**src/rtl/core/matrix_factorization_sgd_step_assert.svh**
```systemverilog
// Assertion macros shared by the matrix factorization SGD step RTL.
// Depends on nothing; included by files that carry concurrent assertions.
`ifndef MATRIX_FACTORIZATION_SGD_STEP_ASSERT_SVH
`define MATRIX_FACTORIZATION_SGD_STEP_ASSERT_SVH

// Same-cycle implication, checked on every rising clock edge out of reset.
`define MFSGD_ASSERT_IMPLIES(label, clk, rst_n, ante, cons, msg) \
	label: assert property (@(posedge clk) disable iff (!rst_n) (ante) |-> (cons)) \
		else $error(msg);

// Next-cycle implication, checked on every rising clock edge out of reset.
`define MFSGD_ASSERT_NEXT(label, clk, rst_n, ante, cons, msg) \
	label: assert property (@(posedge clk) disable iff (!rst_n) (ante) |=> (cons)) \
		else $error(msg);

`endif

```
**src/rtl/core/mfsgd_pkg.sv**
```systemverilog
// Shared constants, codes and types of the matrix factorization SGD step.
// Depends on nothing; imported by every module of the block.
package mfsgd_pkg;

	localparam int FEATURES = 25;
	localparam int USERS    = 4096;
	localparam int MOVIES   = 1024;

	localparam int ACTION_W   = 3;
	localparam int UIDX_W     = 12;
	localparam int MIDX_W     = 10;
	localparam int FIDX_W     = 5;
	localparam int DATA_W     = 16;
	localparam int CFG_IDX_W  = 2;
	localparam int CFG_DATA_W = 16;

	localparam int U_DEPTH = USERS * FEATURES;
	localparam int M_DEPTH = MOVIES * FEATURES;
	localparam int UADDR_W = (U_DEPTH > 1) ? $clog2(U_DEPTH) : 1;
	localparam int MADDR_W = (M_DEPTH > 1) ? $clog2(M_DEPTH) : 1;
	localparam int FCNT_W  = (FEATURES > 1) ? $clog2(FEATURES) : 1;

	// Shared multiplier: a carries a gradient (up to 37 bits signed),
	// b carries a feature, the error or a zero-extended Q0.16 factor.
	localparam int MAC_A_W = 38;
	localparam int MAC_B_W = 18;
	localparam int ACC_W   = MAC_A_W + MAC_B_W;

	localparam int CLAMP_LOW       = 4096;
	localparam int CLAMP_HIGH      = 20480;
	localparam int DOT_FRAC        = 12;
	localparam int UPD_FRAC        = 32;
	localparam int FEAT_GAIN_SHIFT = 4;

	localparam logic [CFG_IDX_W-1:0] REG_LEARNING_RATE  = CFG_IDX_W'(0);
	localparam logic [CFG_IDX_W-1:0] REG_REGULARIZATION = CFG_IDX_W'(1);
	localparam logic [CFG_IDX_W-1:0] REG_CLAMP_ENABLE   = CFG_IDX_W'(2);

	localparam logic [15:0] LRATE_RESET  = 16'd66;
	localparam logic [15:0] LAMBDA_RESET = 16'd1311;
	localparam logic        CLAMP_RESET  = 1'b1;

	typedef enum logic [ACTION_W-1:0] {
		ACT_WR_USER  = 3'd0,
		ACT_WR_MOVIE = 3'd1,
		ACT_TRAIN    = 3'd2,
		ACT_PREDICT  = 3'd3,
		ACT_RD_USER  = 3'd4,
		ACT_RD_MOVIE = 3'd5
	} action_t;

	typedef enum logic [3:0] {
		ST_IDLE,
		ST_ADDR,
		ST_ACCESS,
		ST_FETCH,
		ST_DOT,
		ST_DRAIN,
		ST_PRED,
		ST_ERR,
		ST_UPD,
		ST_DONE
	} seq_state_t;

	typedef enum logic [1:0] {
		MAC_NOP,
		MAC_LOAD,
		MAC_ADD,
		MAC_SUB
	} mac_op_t;

	typedef struct packed {
		mac_op_t                     op;
		logic signed [MAC_A_W-1:0]   a;
		logic signed [MAC_B_W-1:0]   b;
	} mac_cmd_t;

	typedef struct packed {
		logic                u_we;
		logic                u_re;
		logic [UADDR_W-1:0]  u_addr;
		logic                m_we;
		logic                m_re;
		logic [MADDR_W-1:0]  m_addr;
		logic [DATA_W-1:0]   wdata;
	} store_req_t;

	typedef struct packed {
		logic [15:0] lrate;
		logic [15:0] lambda;
		logic        clamp;
	} cfg_t;

endpackage

```
**src/rtl/core/mfsgd_mac.sv**
```systemverilog
// Shared multiply-accumulate unit: registered product, then accumulator.
// Depends on mfsgd_pkg for operand widths and the command type.
module mfsgd_mac (
	input  logic                                clk,
	input  logic                                arst_n,
	input  mfsgd_pkg::mac_cmd_t                 cmd,
	output logic signed [mfsgd_pkg::ACC_W-1:0]  acc
);
	import mfsgd_pkg::*;

	logic signed [MAC_A_W-1:0] a;
	logic signed [MAC_B_W-1:0] b;
	logic signed [ACC_W-1:0]   prod_s1;
	mac_op_t                   op_s1;
	logic signed [ACC_W-1:0]   acc_q;

	assign a = cmd.a;
	assign b = cmd.b;

	always_ff @(posedge clk) begin
		prod_s1 <= a * b;
	end

	always_ff @(posedge clk or negedge arst_n) begin
		if (!arst_n) begin
			op_s1 <= MAC_NOP;
		end else begin
			op_s1 <= cmd.op;
		end
	end

	always_ff @(posedge clk) begin
		case (op_s1)
			MAC_LOAD: acc_q <= prod_s1;
			MAC_ADD:  acc_q <= acc_q + prod_s1;
			MAC_SUB:  acc_q <= acc_q - prod_s1;
			default:  acc_q <= acc_q;
		endcase
	end

	assign acc = acc_q;

endmodule

```
**config.mk**
```make
export PLATFORM = sky130hd
export DESIGN_NAME = mfsgd_mac
export DESIGN_NICKNAME = d
export VERILOG_FILES = /design/src/rtl/core/matrix_factorization_sgd_step_assert.svh /design/src/rtl/core/mfsgd_pkg.sv /design/src/rtl/core/mfsgd_mac.sv
export SDC_FILE = /design/constraint.sdc
export NUM_CORES = 2
export LEC_CHECK = 0
export ABC_AREA = 0
export BUFFER_PORTS_ARGS = -buffer_cell sky130_fd_sc_hd__buf_2
export CORE_MARGIN = 5
export CORE_UTILIZATION = 40
export DETAILED_ROUTE_END_ITERATION = 12
export HOLD_SLACK_MARGIN = 0.05
export PLACE_DENSITY = 0.67
export SETUP_SLACK_MARGIN = 0.4
export SKIP_CTS_REPAIR_TIMING = 1
export SYNTH_ARGS = -nofsm -noshare
export SYNTH_HDL_FRONTEND = slang
export SYNTH_SLANG_ARGS = --single-unit
```
**constraint.sdc**
```tcl
create_clock -name clk -period 7.3 [get_ports clk]
set_input_delay 1.46 -clock clk [delete_from_list [all_inputs] [get_ports clk]]
set_output_delay 1.46 -clock clk [all_outputs]
set_load 0.03 [all_outputs]
```
; ---- Yosys cells after proc, flatten, opt, wreduce, memory -nomap -nowiden
; Index checks and enable logic that the tools add are counted.
[totals]
input_bits = 60
wordCells = 11
regBits = 114
[classes]
mux = 1
eq_ne = 3
n_addsub = 2
multipliers = 1
reduce_logical = 1
[ops]
columns = cell, n
row1 = 56-bit case mux with 3 select lines, 1
row2 = 56-bit adder, 1
row3 = 38-bit by 18-bit multiplier with 56-bit output, 1
row4 = 56-bit subtractor, 1
row5 = 2-bit equality test (second input constant), 2
row6 = 3-bit nonzero test, 1
row7 = 2-bit by 1-bit equality test with 1-bit output (second input constant), 1

; ---- Depth between registers and ports, before layout
[depth]
ltp_word = 2
ltp_mapped = 26

; ---- Least setup slack after synthesis
; OpenSTA, ideal clock, no wires.
[synth_path]
path_type = input-to-reg
from = input cmd[3] in the netlist's numbering
to = register prod_s1[48]
required_time_ps = 7173
slack_ps = -274
stages = 26
arrival_ps = 7448
path_buffers = 3
cell_sequence = clkbuf_1 > clkbuf_1 > nand2_1 > fa_1 > inv_1 > fa_1 > inv_1 > fa_1 > inv_1 > fa_1 > fa_1 > inv_1 > fa_1 > inv_1 > ha_1 > clkbuf_1 > a21o_1 > a21o_1 > a21oi_1 > a211oi_1 > a21oi_1 > and2_1 > o21ai_0 > a221oi_1 > o21ai_0 > xor2_1
[synth_between]
elab_chain_cells = 1
[synth_lines]
columns = element, line_no
row1 = "start, declared", mfsgd_mac.sv:6  ; input mfsgd_pkg::mac_cmd_t cmd,
row2 = 38-bit by 18-bit multiplier with 56-bit output, mfsgd_mac.sv:21  ; prod_s1 <= a * b;
row3 = "end signal, assigned", mfsgd_mac.sv:21
row4 = "end, declared", mfsgd_mac.sv:13  ; logic signed [ACC_W-1:0] prod_s1;
; Every way passes these cells.
; A chain may end at the register's enable or synchronous reset.

; ---- Worst setup path in the final report
[layout_path]
from = input cmd[6] in the netlist's numbering
to = register prod_s1[50]
; The elaborated chain is that of the path after synthesis.

==> results.md <==
* Port bufs at 115
* Critical path startpoint: cmd[6]
* Grt peak-use layer: met2
* Compound-cell area share of the yosys netlist at 0.07871
* Hold slack at 0.5407 ns
* Initial core utilization at 0.4045
* DRT Wirelength at 84.59 mm
* Fill cells at 7074
* Maximum fanout along the worst path at 6
* Site row count at 101
* Worst hold path type: reg2reg
* FF-to-FF End: acc[55]
* WP buf/inv at 9
* Critical path class: in2reg
* Worst setup SP type: primary input
* Cts bufs inserted at 17
* Yosys warnings at 0
* Die ar. at 82580 um^2
* Critical Path Stages at 26
* Nature of the critical path endpoint: register
* CTS Root Buffer Type: clkbuf_16
* Multiplexer share of the synthesized area at 0.01557
* Worst slew margin at 0.4097
* GR Overflow Total at 0
* HPWL Detailed at 68.83 mm
* Post-Syn Instances at 3496
* Critical Path End: prod_s1[50]
* Maximum clock frequency at 0.1454 GHz
* Most used DFF post-synth: edfxtp_1
* Total track usage at 0.1996
* Worst Tran Pin Value at 0.8834 ns
* Die Y-Extent at 287.4 um
* Most used cell, CP: fa_1
* XOR/XNOR Fraction of Synth Area at 0.04611
* Vias in the first global route at 25199
* Avg Inst Size Synth at 8.803 um^2
* Final #Nets at 4696
* Commonest non-fill, non-tap cells in the layout: 763 x inv_1, 614 x fa_1, 514 x nand2_1, 284 x buf_4, 171 x and2_1
* Final GP Congestion at 0.8923
* Clock Tree Buf Depth at 2
* Post-Synth Adder-Cell Area at 0.4997
* DRC viols at 0
* Pre-Repair DR Iteration Count at 7
* Total of max-cap violations at 0
* Commonest non-fill, non-tap cell in the layout: inv_1
* First-pass GRT wire length at 132.9 mm
* Max stage delay on crit path at 0.54 ns
* Number of synthesized register bits at 114
* Cell variety after synth at 71
* Synthesis-to-finish area growth at 20.13%
* Antenna-violating nets left at 0
* H-Tree Depth at 4
* Clk_skew at 0.01382 ns
* Worst path required time at 7.62 ns
* Share of flip-flops with an asynchronous set or reset at 0.01754
* FF-to-FF Start: prod_s1[14]
* Pins Over Slew Limit at 0
* Worst Hold Launch: prod_s1[55]
* CTS sink count at 114
* Initial antenna violation count at 2
* RSZ-0062 raised after global routing: true
* Final min period at 6.877 ns
* Met2 usage at 0.3267
* Core ar. at 76080 um^2
* Final core occ at 0.4860
* Worst-path clk slew at 0.06 ns
* Clk_lat worst skew at 0.44 ns
* Worst R2R Path Depth at 17
* Die W at 287.4 um
* Crit-path slowest cell: fa_2
* Routed length per placed instance at 17.47 um
* Critical Path AT at 7.20 ns
* Layout cells sized above 1 at 0.1961
* Post-synth EDFFs at 56
* Final Cycle Share at 0.9421
* Largest net degree at the start of global routing at 56
* Setup-failing EPs final at 0
* Routing usage on met3 at 0.03783
* Status: complete, no violations
* Largest family of logic cells by synthesized area: adder cells
* Final hold violations at 0
* Syn Std Cell Area at 30770 um^2
* Grt met1 use at 0.2756
* Initial drt markers at 1695
* Vias per cell at 4.981
* Simple logic cell fraction of the synthesized area at 0.1482
* Vias at 24117
* R2R setup slack at 1.20 ns
* I/O Pins at 116
* CP top delay family: adder cells
* Synth Net Count at 4395
* Clock tree from TritonCTS: yes
* Sequential share of the synthesized area at 0.09270
how the worst min path moves through the flow:
stage	to	slack [ns]	cells past startpoint
after floorplan	acc[55]	0.51	1
after detailed placement	acc[55]	0.54	1
final	acc[55]	0.54	1
after CTS	acc[55]	0.55	1
after global routing	acc[55]	0.56	1
after global placement	acc[55]	0.52	1
synth_stat cells, drive strengths merged, types with 55 or more instances:
library cell / instances / area (um^2)
a21o: 55 / 412.9
a21oi: 125 / 629.4
and2: 188 / 1176
clkbuf: 161 / 604.3
dfxtp: 56 / 1121
edfxtp: 56 / 1682
fa: 650 / 13010
ha: 189 / 2365
inv: 800 / 3003
nand2: 534 / 2004
nor2: 108 / 405.4
o21ai: 72 / 364.1
xnor2: 95 / 832.1
xor2: 67 / 586.8
kinds of logic after synthesis:
logic type / count (synthesis)
AOI/OAI and AO/OA: 380
xor gates and xnor gates: 162
adders and majority gates: 839
buffers and inverters: 973
DFF: 114
muxes: 43
and+or+nand+nor: 985
per-layer routing:
| layer | routed length [um] | vias up |
|---|---|---|
| met5 | 0 | - |
| met4 | 2265 | 0 |
| met3 | 6263 | 105 |
| met2 | 39490 | 845 |
| met1 | 36570 | 12032 |
| li1 | - | 11135 |
per-stage QoR:
| stage | instance area [um^2] | instances | setup TNS [ns] | worst slack [ns] |
|---|---|---|---|---|
| floorplan | 31870 | 3496 | 0 | 0.3299 |
| CTS | 35260 | 4791 | -0.06446 | -0.03568 |
| global placement | 34640 | 4759 | -6.686 | -0.4347 |
| finish | 36970 | 4842 | 0 | 0.4229 |
| detailed placement | 34640 | 4759 | -8.107 | -0.4973 |
| global route | 36970 | 4840 | 0 | 0.2400 |
layout make-up:
cell class	instances	area, um^2	area share
antenna	2	5.005	0.0001354
clock buffer	17	425.4	0.01151
clock inverter	15	193.9	0.005246
inverter	800	3005	0.08129
multi-input combinational	2409	25130	0.6798
sequential	114	2854	0.07720
tap	1030	1289	0.03486
timing repair buffer	455	4064	0.1099
sequential cells by signal, summed over array words and instances, names as in the netlist:
| register | count |
|---|---|
| prod_s1 | 56 |
| acc | 56 |
| op_s1 | 2 |
Power is left out: the tool's default activity adds up to more than one toggle a clock period on the data nets, which glitch-free logic cannot reach.
