--- src/rtl/core/matrix_factorization_sgd_step_assert.svh ---
// Assertion macros shared by the matrix factorization SGD step RTL.
// Depends on nothing; included by files that carry concurrent assertions.
`ifndef MATRIX_FACTORIZATION_SGD_STEP_ASSERT_SVH
`define MATRIX_FACTORIZATION_SGD_STEP_ASSERT_SVH

// Same-cycle implication, checked on every rising clock edge out of reset.
`define MFSGD_ASSERT_IMPLIES(label, clk, rst_n, ante, cons, msg) \
	label: assert property (@(posedge clk) disable iff (!rst_n) (ante) |-> (cons)) \
		else $error(msg);

// Next-cycle implication, checked on every rising clock edge out of reset.
`define MFSGD_ASSERT_NEXT(label, clk, rst_n, ante, cons, msg) \
	label: assert property (@(posedge clk) disable iff (!rst_n) (ante) |=> (cons)) \
		else $error(msg);

`endif

--- src/rtl/core/mfsgd_pkg.sv ---
// Shared constants, codes and types of the matrix factorization SGD step.
// Depends on nothing; imported by every module of the block.
package mfsgd_pkg;

	localparam int FEATURES = 25;
	localparam int USERS    = 4096;
	localparam int MOVIES   = 1024;

	localparam int ACTION_W   = 3;
	localparam int UIDX_W     = 12;
	localparam int MIDX_W     = 10;
	localparam int FIDX_W     = 5;
	localparam int DATA_W     = 16;
	localparam int CFG_IDX_W  = 2;
	localparam int CFG_DATA_W = 16;

	localparam int U_DEPTH = USERS * FEATURES;
	localparam int M_DEPTH = MOVIES * FEATURES;
	localparam int UADDR_W = (U_DEPTH > 1) ? $clog2(U_DEPTH) : 1;
	localparam int MADDR_W = (M_DEPTH > 1) ? $clog2(M_DEPTH) : 1;
	localparam int FCNT_W  = (FEATURES > 1) ? $clog2(FEATURES) : 1;

	// Shared multiplier: a carries a gradient (up to 37 bits signed),
	// b carries a feature, the error or a zero-extended Q0.16 factor.
	localparam int MAC_A_W = 38;
	localparam int MAC_B_W = 18;
	localparam int ACC_W   = MAC_A_W + MAC_B_W;

	localparam int CLAMP_LOW       = 4096;
	localparam int CLAMP_HIGH      = 20480;
	localparam int DOT_FRAC        = 12;
	localparam int UPD_FRAC        = 32;
	localparam int FEAT_GAIN_SHIFT = 4;

	localparam logic [CFG_IDX_W-1:0] REG_LEARNING_RATE  = CFG_IDX_W'(0);
	localparam logic [CFG_IDX_W-1:0] REG_REGULARIZATION = CFG_IDX_W'(1);
	localparam logic [CFG_IDX_W-1:0] REG_CLAMP_ENABLE   = CFG_IDX_W'(2);

	localparam logic [15:0] LRATE_RESET  = 16'd66;
	localparam logic [15:0] LAMBDA_RESET = 16'd1311;
	localparam logic        CLAMP_RESET  = 1'b1;

	typedef enum logic [ACTION_W-1:0] {
		ACT_WR_USER  = 3'd0,
		ACT_WR_MOVIE = 3'd1,
		ACT_TRAIN    = 3'd2,
		ACT_PREDICT  = 3'd3,
		ACT_RD_USER  = 3'd4,
		ACT_RD_MOVIE = 3'd5
	} action_t;

	typedef enum logic [3:0] {
		ST_IDLE,
		ST_ADDR,
		ST_ACCESS,
		ST_FETCH,
		ST_DOT,
		ST_DRAIN,
		ST_PRED,
		ST_ERR,
		ST_UPD,
		ST_DONE
	} seq_state_t;

	typedef enum logic [1:0] {
		MAC_NOP,
		MAC_LOAD,
		MAC_ADD,
		MAC_SUB
	} mac_op_t;

	typedef struct packed {
		mac_op_t                     op;
		logic signed [MAC_A_W-1:0]   a;
		logic signed [MAC_B_W-1:0]   b;
	} mac_cmd_t;

	typedef struct packed {
		logic                u_we;
		logic                u_re;
		logic [UADDR_W-1:0]  u_addr;
		logic                m_we;
		logic                m_re;
		logic [MADDR_W-1:0]  m_addr;
		logic [DATA_W-1:0]   wdata;
	} store_req_t;

	typedef struct packed {
		logic [15:0] lrate;
		logic [15:0] lambda;
		logic        clamp;
	} cfg_t;

endpackage

--- src/rtl/core/mfsgd_seq.sv ---
// Sequencer of the SGD step: item capture, feature walks, prediction,
// error, per-feature updates and the result register. Uses mfsgd_pkg.
module mfsgd_seq (
	input  logic                                  clk,
	input  logic                                  arst_n,
	input  logic                                  in_valid,
	output logic                                  in_stall,
	input  logic [mfsgd_pkg::ACTION_W-1:0]        action,
	input  logic [mfsgd_pkg::UIDX_W-1:0]          user_index,
	input  logic [mfsgd_pkg::MIDX_W-1:0]          movie_index,
	input  logic [mfsgd_pkg::FIDX_W-1:0]          feature_index,
	input  logic signed [mfsgd_pkg::DATA_W-1:0]   feature_value,
	input  logic signed [mfsgd_pkg::DATA_W-1:0]   rating,
	output logic                                  out_valid,
	input  logic                                  out_stall,
	output logic signed [mfsgd_pkg::DATA_W-1:0]   prediction,
	output logic signed [mfsgd_pkg::DATA_W-1:0]   error,
	output logic signed [mfsgd_pkg::DATA_W-1:0]   read_value,
	input  mfsgd_pkg::cfg_t                       cfg,
	output mfsgd_pkg::store_req_t                 req,
	input  logic signed [mfsgd_pkg::DATA_W-1:0]   u_rdata,
	input  logic signed [mfsgd_pkg::DATA_W-1:0]   m_rdata,
	output mfsgd_pkg::mac_cmd_t                   mac_cmd,
	input  logic signed [mfsgd_pkg::ACC_W-1:0]    acc
);
	import mfsgd_pkg::*;

	// Schedule of one feature update (see the MAC pipeline: a command passes
	// through the product register, then lands in the accumulator register).
	localparam logic [3:0] UP_READ   = 4'd0;
	localparam logic [3:0] UP_ERR_M  = 4'd1;
	localparam logic [3:0] UP_REG_U  = 4'd2;
	localparam logic [3:0] UP_LR_U   = 4'd4;
	localparam logic [3:0] UP_ERR_U  = 4'd5;
	localparam logic [3:0] UP_WR_U   = 4'd6;
	localparam logic [3:0] UP_LR_M   = 4'd8;
	localparam logic [3:0] UP_WR_M   = 4'd10;
	localparam logic [3:0] DRAIN_END = 4'd1;

	localparam logic [FCNT_W-1:0] F_LAST = FCNT_W'(FEATURES - 1);

	seq_state_t                state_q, state_d;
	action_t                   act_q;
	logic [UIDX_W-1:0]         uid_q;
	logic [MIDX_W-1:0]         mid_q;
	logic [FIDX_W-1:0]         feat_q;
	logic signed [DATA_W-1:0]  fval_q;
	logic signed [DATA_W-1:0]  rating_q;
	logic                      uok_q, mok_q, fok_q;
	logic [UADDR_W-1:0]        ubase_q;
	logic [MADDR_W-1:0]        mbase_q;
	logic [FCNT_W-1:0]         f_q;
	logic [3:0]                step_q;
	logic                      rdv_q;
	logic                      first_q;
	logic signed [DATA_W-1:0]  pred_q, err_q, rdval_q;
	logic                      out_valid_q;
	logic signed [DATA_W-1:0]  prediction_q, error_q, read_value_q;
	logic                      done_load;
	logic signed [DATA_W-1:0]  upd_own;
	logic signed [DATA_W-1:0]  upd_value;
	logic signed [DATA_W-1:0]  dot_pred;
	logic signed [DATA_W-1:0]  err_value;

	// Round the Q6.24 dot product to Q3.12, clamp when enabled, saturate.
	function automatic logic signed [DATA_W-1:0] round_pred(
		input logic signed [ACC_W-1:0] s,
		input logic                    clamp
	);
		logic signed [ACC_W:0]          t;
		logic signed [ACC_W-DOT_FRAC:0] p;
		t = (ACC_W+1)'(s) + (ACC_W+1)'(1 << (DOT_FRAC - 1));
		p = t[ACC_W:DOT_FRAC];
		if (clamp && p < CLAMP_LOW) begin
			p = (ACC_W-DOT_FRAC+1)'(CLAMP_LOW);
		end else if (clamp && p > CLAMP_HIGH) begin
			p = (ACC_W-DOT_FRAC+1)'(CLAMP_HIGH);
		end
		if (p > 32767) begin
			p = (ACC_W-DOT_FRAC+1)'(32767);
		end else if (p < -32768) begin
			p = (ACC_W-DOT_FRAC+1)'(-32768);
		end
		return DATA_W'(p);
	endfunction

	// Add the rounded Q6.44 step to the old element and saturate.
	function automatic logic signed [DATA_W-1:0] apply_step(
		input logic signed [DATA_W-1:0] own,
		input logic signed [ACC_W-1:0]  d
	);
		logic signed [ACC_W:0]          t;
		logic signed [ACC_W-UPD_FRAC:0] r;
		logic signed [ACC_W-UPD_FRAC+1:0] s;
		t = (ACC_W+1)'(d) + ((ACC_W+1)'(1) << (UPD_FRAC - 1));
		r = t[ACC_W:UPD_FRAC];
		s = (ACC_W-UPD_FRAC+2)'(r) + (ACC_W-UPD_FRAC+2)'(own);
		if (s > 32767) begin
			s = (ACC_W-UPD_FRAC+2)'(32767);
		end else if (s < -32768) begin
			s = (ACC_W-UPD_FRAC+2)'(-32768);
		end
		return DATA_W'(s);
	endfunction

	// Rating minus prediction, saturated.
	function automatic logic signed [DATA_W-1:0] sub_sat(
		input logic signed [DATA_W-1:0] x,
		input logic signed [DATA_W-1:0] y
	);
		logic signed [DATA_W:0] s;
		s = (DATA_W+1)'(x) - (DATA_W+1)'(y);
		if (s > 32767) begin
			s = (DATA_W+1)'(32767);
		end else if (s < -32768) begin
			s = (DATA_W+1)'(-32768);
		end
		return DATA_W'(s);
	endfunction

	assign upd_own   = (step_q == UP_WR_U) ? u_rdata : m_rdata;
	assign upd_value = apply_step(upd_own, acc);
	assign dot_pred  = round_pred(acc, cfg.clamp);
	assign err_value = sub_sat(rating_q, pred_q);
	assign done_load = (state_q == ST_DONE) && (!out_valid_q || !out_stall);

	always_ff @(posedge clk or negedge arst_n) begin
		if (!arst_n) begin
			state_q <= ST_IDLE;
		end else begin
			state_q <= state_d;
		end
	end

	always_comb begin
		state_d = state_q;
		req = '0;
		req.wdata = fval_q;
		if (state_q == ST_ACCESS) begin
			req.u_addr = ubase_q + UADDR_W'(feat_q);
			req.m_addr = mbase_q + MADDR_W'(feat_q);
		end else begin
			req.u_addr = ubase_q + UADDR_W'(f_q);
			req.m_addr = mbase_q + MADDR_W'(f_q);
		end
		mac_cmd = '0;
		mac_cmd.op = MAC_NOP;
		// Dot product products are issued in the cycle after each streamed read.
		if (rdv_q) begin
			mac_cmd.op = first_q ? MAC_LOAD : MAC_ADD;
			mac_cmd.a = MAC_A_W'(u_rdata);
			mac_cmd.b = MAC_B_W'(m_rdata);
		end
		case (state_q)
			ST_IDLE: begin
				if (in_valid) begin
					state_d = ST_ADDR;
				end
			end
			ST_ADDR: begin
				case (act_q)
					ACT_WR_USER, ACT_WR_MOVIE, ACT_RD_USER, ACT_RD_MOVIE: begin
						state_d = ST_ACCESS;
					end
					ACT_TRAIN, ACT_PREDICT: begin
						state_d = (uok_q && mok_q) ? ST_DOT : ST_DONE;
					end
					default: state_d = ST_DONE;
				endcase
			end
			ST_ACCESS: begin
				state_d = ST_DONE;
				case (act_q)
					ACT_WR_USER:  req.u_we = uok_q && fok_q;
					ACT_WR_MOVIE: req.m_we = mok_q && fok_q;
					ACT_RD_USER: begin
						req.u_re = 1'b1;
						if (uok_q && fok_q) begin
							state_d = ST_FETCH;
						end
					end
					ACT_RD_MOVIE: begin
						req.m_re = 1'b1;
						if (mok_q && fok_q) begin
							state_d = ST_FETCH;
						end
					end
					default: ;
				endcase
			end
			ST_FETCH: state_d = ST_DONE;
			ST_DOT: begin
				req.u_re = 1'b1;
				req.m_re = 1'b1;
				if (f_q == F_LAST) begin
					state_d = ST_DRAIN;
				end
			end
			ST_DRAIN: begin
				if (step_q == DRAIN_END) begin
					state_d = ST_PRED;
				end
			end
			ST_PRED: state_d = (act_q == ACT_TRAIN) ? ST_ERR : ST_DONE;
			ST_ERR:  state_d = ST_UPD;
			ST_UPD: begin
				case (step_q)
					UP_READ: begin
						req.u_re = 1'b1;
						req.m_re = 1'b1;
					end
					UP_ERR_M: begin
						mac_cmd.op = MAC_LOAD;
						mac_cmd.a = MAC_A_W'(m_rdata) <<< FEAT_GAIN_SHIFT;
						mac_cmd.b = MAC_B_W'(err_q);
					end
					UP_REG_U: begin
						mac_cmd.op = MAC_SUB;
						mac_cmd.a = MAC_A_W'(u_rdata);
						mac_cmd.b = MAC_B_W'({1'b0, cfg.lambda});
					end
					UP_LR_U, UP_LR_M: begin
						mac_cmd.op = MAC_LOAD;
						mac_cmd.a = MAC_A_W'(acc);
						mac_cmd.b = MAC_B_W'({1'b0, cfg.lrate});
					end
					UP_ERR_U: begin
						mac_cmd.op = MAC_LOAD;
						mac_cmd.a = MAC_A_W'(u_rdata) <<< FEAT_GAIN_SHIFT;
						mac_cmd.b = MAC_B_W'(err_q);
					end
					UP_WR_U: begin
						req.u_we = 1'b1;
						req.wdata = upd_value;
						mac_cmd.op = MAC_SUB;
						mac_cmd.a = MAC_A_W'(m_rdata);
						mac_cmd.b = MAC_B_W'({1'b0, cfg.lambda});
					end
					UP_WR_M: begin
						req.m_we = 1'b1;
						req.wdata = upd_value;
						if (f_q == F_LAST) begin
							state_d = ST_DONE;
						end
					end
					default: ;
				endcase
			end
			ST_DONE: begin
				if (!out_valid_q || !out_stall) begin
					state_d = ST_IDLE;
				end
			end
			default: state_d = ST_IDLE;
		endcase
	end

	// Counters and flags of the sequencer.
	always_ff @(posedge clk or negedge arst_n) begin
		if (!arst_n) begin
			f_q <= '0;
			step_q <= '0;
			rdv_q <= 1'b0;
			first_q <= 1'b0;
			out_valid_q <= 1'b0;
		end else begin
			rdv_q <= (state_q == ST_DOT);
			if (rdv_q) begin
				first_q <= 1'b0;
			end
			case (state_q)
				ST_ADDR: begin
					f_q <= '0;
					step_q <= '0;
					first_q <= 1'b1;
				end
				ST_DOT: f_q <= (f_q == F_LAST) ? '0 : f_q + 1'b1;
				ST_DRAIN: step_q <= step_q + 1'b1;
				ST_ERR: begin
					f_q <= '0;
					step_q <= '0;
				end
				ST_UPD: begin
					if (step_q == UP_WR_M) begin
						step_q <= '0;
						f_q <= f_q + 1'b1;
					end else begin
						step_q <= step_q + 1'b1;
					end
				end
				default: ;
			endcase
			if (done_load) begin
				out_valid_q <= 1'b1;
			end else if (out_valid_q && !out_stall) begin
				out_valid_q <= 1'b0;
			end
		end
	end

	// Captured item, address bases and working results.
	always_ff @(posedge clk) begin
		if (state_q == ST_IDLE && in_valid) begin
			act_q <= action_t'(action);
			uid_q <= user_index;
			mid_q <= movie_index;
			feat_q <= feature_index;
			fval_q <= feature_value;
			rating_q <= rating;
			uok_q <= 32'(user_index) < USERS;
			mok_q <= 32'(movie_index) < MOVIES;
			fok_q <= 32'(feature_index) < FEATURES;
			pred_q <= '0;
			err_q <= '0;
			rdval_q <= '0;
		end
		if (state_q == ST_ADDR) begin
			ubase_q <= UADDR_W'(uid_q * FEATURES);
			mbase_q <= MADDR_W'(mid_q * FEATURES);
		end
		if (state_q == ST_FETCH) begin
			rdval_q <= (act_q == ACT_RD_USER) ? u_rdata : m_rdata;
		end
		if (state_q == ST_PRED) begin
			pred_q <= dot_pred;
		end
		if (state_q == ST_ERR) begin
			err_q <= err_value;
		end
		if (done_load) begin
			prediction_q <= pred_q;
			error_q <= err_q;
			read_value_q <= rdval_q;
		end
	end

	assign in_stall   = (state_q != ST_IDLE);
	assign out_valid  = out_valid_q;
	assign prediction = prediction_q;
	assign error      = error_q;
	assign read_value = read_value_q;

endmodule

--- config.mk ---
export PLATFORM = sky130hd
export DESIGN_NAME = mfsgd_seq
export DESIGN_NICKNAME = d
export VERILOG_FILES = /design/src/rtl/core/matrix_factorization_sgd_step_assert.svh /design/src/rtl/core/mfsgd_pkg.sv /design/src/rtl/core/mfsgd_seq.sv
export SDC_FILE = /design/constraint.sdc
export NUM_CORES = 1
export LEC_CHECK = 0
export BUFFER_PORTS_ARGS = -buffer_cell sky130_fd_sc_hd__buf_2
export CORE_AREA = 2 2 191 193
export DETAILED_ROUTE_END_ITERATION = 10
export DIE_AREA = 0 0 193 195
export GPL_TIMING_DRIVEN = 1
export MAX_ROUTING_LAYER = met4
export PLACE_DENSITY = 0.66
export SKIP_LAST_GASP = 1
export SYNTH_ARGS = -nofsm -noshare
export SYNTH_HDL_FRONTEND = slang
export SYNTH_SLANG_ARGS = --single-unit
export TNS_END_PERCENT = 1
--- constraint.sdc ---
create_clock -name clk -period 13.2 [get_ports clk]
set_clock_uncertainty 0.2 [all_clocks]
set_input_delay 2.64 -clock clk [delete_from_list [all_inputs] [get_ports clk]]
set_output_delay 2.64 -clock clk [all_outputs]
set_load 0.05 [all_outputs]
=== After elaboration in Yosys (flattened, before gate mapping) ===
Cells that the tools add are included.

* $add $sub $neg: 10
* $mul: 2
* $lt $le $gt $ge: 9
* Eq/ne operators: 28
* Mux-type cells: 53
* Reduce and logical (&&, ||, !) cells: 27

{| class="wikitable"
|+ Operators with widths
! cell !! count
|-
| 58-bit one-hot mux with 5 select lines || 1
|-
| 16-bit 2-to-1 mux || 14
|-
| 58-bit 2-to-1 mux || 2
|-
| 45-bit by 16-bit > comparator with 1-bit output (second input constant) || 2
|-
| 45-bit 2-to-1 mux || 2
|-
| 56-bit by 13-bit adder with 57-bit output (second input constant) || 1
|-
| 56-bit by 33-bit adder with 57-bit output (second input constant) || 1
|-
| 45-bit by 14-bit < comparator with 1-bit output (second input constant) || 1
|-
| 45-bit by 16-bit < comparator with 1-bit output (second input constant) || 1
|-
| 4-bit 2-to-1 mux || 10
|-
| 4-bit one-hot mux with 10 select lines || 1
|-
| 17-bit by 5-bit adder with 17-bit output || 2
|-
| 15-bit by 5-bit adder with 15-bit output || 2
|-
| 4-bit by 3-bit equality test with 1-bit output (second input constant) || 7
|-
| 25-bit by 16-bit adder with 26-bit output || 1
|-
| 26-bit by 16-bit > comparator with 1-bit output (second input constant) || 1
|-
| 26-bit by 16-bit < comparator with 1-bit output (second input constant) || 1
|-
| 17-bit by 16-bit > comparator with 1-bit output (second input constant) || 1
|-
| 17-bit by 16-bit < comparator with 1-bit output (second input constant) || 1
|-
| 12-bit by 5-bit multiplier with 17-bit output (second input constant) || 1
|-
| 17-bit 2-to-1 mux || 1
|-
| 16-bit by 16-bit subtractor with 17-bit output || 1
|-
| 4-bit equality test (second input constant) || 4
|-
| 10-bit by 5-bit multiplier with 15-bit output (second input constant) || 1
|-
| 32 further kinds || 69
|}

* Register bits after elaboration: 207
* Logic and storage cells: 150

=== Logic depth before layout (Yosys ltp) ===
* Depth after elaboration: 9
* Depth in mapped cells: 19
* Gate-level depth less buffers: 16

=== Worst setup path after synthesis ===
OpenSTA, ideal clock, no wires.

* Path type: input to output
* Start: input acc[33] (netlist name)
* End: output req[0] (netlist name)
* Data arrival time: 7.262 ns
* Data required time: 10.360 ns
* Path slack: 3.098 ns
* Stages: 16
* Path buffers: 1
* Cells stage by stage: buf_2 > nand2_1 > nor2_1 > nand2_1 > nor2_1 > xor2_1 > ha_1 > nand2_1 > or4b_1 > o21a_1 > o2111a_1 > o21ai_0 > or4b_1 > o311ai_1 > a31oi_1 > o31ai_1

{| class="wikitable"
|+ RTL lines
! item !! line !! RTL
|-
| start: declaration || mfsgd_seq.sv:24 || <nowiki>input logic signed [mfsgd_pkg::ACC_W-1:0] acc</nowiki>
|-
| end: declaration || mfsgd_seq.sv:20 || <nowiki>output mfsgd_pkg::store_req_t req,</nowiki>
|}

==> flow_metrics.py <==
metrics = {
    "route": {
        "wirelength_mm": 52.4,
        "drc": 0,
        "avgViaCountPerCell": 5.81,
        "num_vias": 14172,
        "drt-initial-drc-count": 1110,
        "first_pass_iters": 8,
        "ant_nets": 0,
        "wire_per_inst_um": 21.5,
    },
    "floorplan": {
        "io_pins": 347,
        "die-area_um2": 37600,
        "die_w_um": 193,
        "row_count": 69,
        "start_util": 0.448,
        "core_um2": 35400,
        "die_h_um": 195,
    },
    "clocking": {
        "clk_pin_slew_ps": 60,
        "clock_path_buffers": 3,
        "ctsHoldBuffers": 0,
        "cts_sinks": 207,
        "cts_setup_buffers": 0,
        "cts_buffers": 24,
        "cts_tree": "done",
        "cts-resized-gates": 0,
        "clockRootBuffer": "clkbuf_16",
        "htreeDepth": 1,
        "insertion_delay_ps": 530,
    },
    "pwr": {
        "p_int_w": 0.00122,
        "sw_frac_of_total": 0.258,
        "power_density_nw_per_um2": 87.5,
        "peakVddDrop_uv": 95.1,
        "power_frac_clock": 0.428,
        "leakagePower_nw": 7.69,
        "seqPwrFrac": 0.431,
        "p_comb_frac": 0.140,
        "switchingPower_w": 0.000425,
    },
    "logic_synthesis": {
        "synth_area_per_cell_um2": 9.59,
        "ys.flop_type": "edfxtp_1",
        "synthesis.area_um2": 15900,
        "ys_ff_latch": 207,
        "synth_cells": 1653,
        "ys_seq_area_frac": 0.387,
        "async_reset_ff_frac": 0.0773,
        "synth_edf_count": 191,
        "syn-num-nets": 1991,
        "yosysWarnings": 0,
        "yosysUniqueCellTypes": 87,
    },
    "setup_path": {
        "crit_fanout": 15,
        "reg2reg_depth": 15,
        "crit_path_start_kind": "input port",
        "cp.required_ps": 10360,
        "arrival_ps": 7960,
        "rrSetupSlack_ps": 9080,
        "reg2reg_from": "uid_q[2]$_DFFE_PP_",
        "cp-end-kind": "output port",
        "r2r-end": "ubase_q[16]$_DFFE_PP_",
        "worstSetupPathType": "input port to output port",
    },
    "hold_path": {
        "holdPathStages": 0,
        "hp-class": "register to register",
        "holdPathEnd": "read_value[3]$_DFFE_PP_",
        "hp-start": "rdval_q[3]$_SDFFCE_PN0P_",
    },
    "placement": {
        "dpl.hpwl_mm": 41.9,
        "dpl_cell_area_um2": 17900,
        "finalWeightedCongestion": 0.955,
        "numPortBuffers": 346,
    },
    "cells_and_area": {
        "area_growth_pct": 18.6,
        "drive_gt1_frac": 0.235,
        "most-common-layout-cells": "346 x buf_2, 191 x edfxtp_1, 166 x nand2_1",
        "final_area_um2": 18800,
        "final_nets": 2294,
        "final_common_cell": "buf_2",
    },
    "global_route": {
        "antenna_found_initial": 4,
        "grt_max_degree": 67,
        "track_usage": 0.278,
        "grt_pass1_vias": 13280,
        "grt_pass1_wl_mm": 77.8,
        "grt-ovfl-total": 0,
    },
    "timing": {
        "fmaxAchievable_mhz": 92.6,
        "relSlewSlack": 0.188,
        "finalMaxSlewViolations": 0,
        "tightest_slew_ps": 1210,
        "setup_violations": 0,
        "hold_violations": 0,
        "tns_ps": 0,
        "period_share": 0.818,
        "grt_setup_unrepaired": "false",
        "post-route-min-period_ps": 10800,
    },
    "flow_run": {
        "max-cap-violations": 0,
    },
    "run_status": {
        "outcome": "complete, no violations",
    },
}
## Yosys cell counts, drive strengths merged (20+ instances only)
cell	n	area, um^2
a222oi	27	270
nor2	82	308
a21o	39	293
buf	25	149
mux2	20	225
nor2b	20	125
xnor2	83	727
a22oi	29	218
clkbuf	55	208
nor3	34	191
a21oi	127	636
o21ai	110	588
nand3	61	318
inv	114	428
xor2	38	333
ha	135	1690
nand2	167	629
nand4	39	295
edfxtp	191	5740
## sequential cells by signal (all words and copies together) (netlist names), 5 cells and up
register and count:
read_value 16, ubase_q 17, feat_q 5, mbase_q 15
prediction 16, f_q 5, rdval_q 16, mid_q 10
rating_q 16, err_q 16, fval_q 16, pred_q 16
error 16, uid_q 12
## power by group through the flow
stage | logic, W | clock network (W) | registers [W]
after floorplan | 0.000135 | 0 | 0.000723
final | 0.000231 | 0.000705 | 0.000709
after CTS | 0.000228 | 0.000718 | 0.000709
after global routing | 0.000247 | 0.000741 | 0.000709
after detailed placement | 0.000227 | 0 | 0.000723
after global placement | 0.000228 | 0 | 0.000723
## through the flow
| step | util | total power [W] | instances | hold slack (ps) | worst slack [ps] |
|---|---|---|---|---|---|
| final | 0.531 | 0.00164 | 2439 | 217 | 2400 |
| after global routing | 0.531 | 0.00170 | 2439 | 224 | 1930 |
| after global placement | 0.507 | 0.000951 | 2391 | 202 | 2730 |
| after CTS | 0.531 | 0.00166 | 2435 | 212 | 2490 |
| after floorplan | - | 0.000858 | 1653 | 200 | 3100 |
| after detailed placement | 0.507 | 0.000950 | 2391 | 205 | 2500 |
## worst max path at each step
stage | start | endpoint | slack (ps) | cells after the start
after floorplan | acc[33] | req[0] | 3100 | 16
after global placement | acc[31] | req[8] | 2730 | 17
after detailed placement | acc[31] | req[7] | 2500 | 17
after CTS | acc[31] | req[7] | 2490 | 17
after global routing | acc[31] | req[3] | 1930 | 17
final | acc[31] | req[7] | 2400 | 17
## layout make-up
type / count / area, um^2
Fill cell: 3210 / 16600
Multi-Input combinational cell: 1252 / 8980
Sequential cell: 207 / 6140
Timing Repair Buffer: 357 / 1810
Clock buffer: 32 / 702
Tap cell: 461 / 577
Inverter: 114 / 428
Clock inverter: 12 / 154
Antenna cell: 4 / 10.0
## layer usage
layer | routed length, um | up-vias | GRT usage
met5 | 0 | - | -
met4 | 1300 | 0 | 0.0730
met3 | 3950 | 75 | 0.0356
met2 | 25000 | 615 | 0.456
met1 | 22100 | 6745 | 0.363
li1 | - | 6737 | -
## cell families (layout without fill, tap and decap cells)
logic type / Yosys count / count (layout) / share of synthesized area
AOI/OAI and AO/OA: 453 / 453 / 0.187
xor gates and xnor gates: 121 / 121 / 0.0668
adders and majority gates: 151 / 151 / 0.127
buffers and inverters: 194 / 515 / 0.0495
DFF: 207 / 207 / 0.387
muxes: 28 / 28 / 0.0193
other: 0 / 4 / 0
and+or+nand+nor: 499 / 499 / 0.163
## worst max-delay path, cell delays in order
cell	delay, ps
buf_2	230
ha_1	430
nand4_1	220
nor3_4	280
nand4_1	300
xnor2_1	220
ha_1	410
nand2_1	130
or4_1	530
nand2b_1	160
o32ai_1	450
nor3_1	100
a311oi_1	290
nor4_1	120
a31oi_1	900
a22oi_1	250
buf_2	290
(Power assumes the default switching activity.)
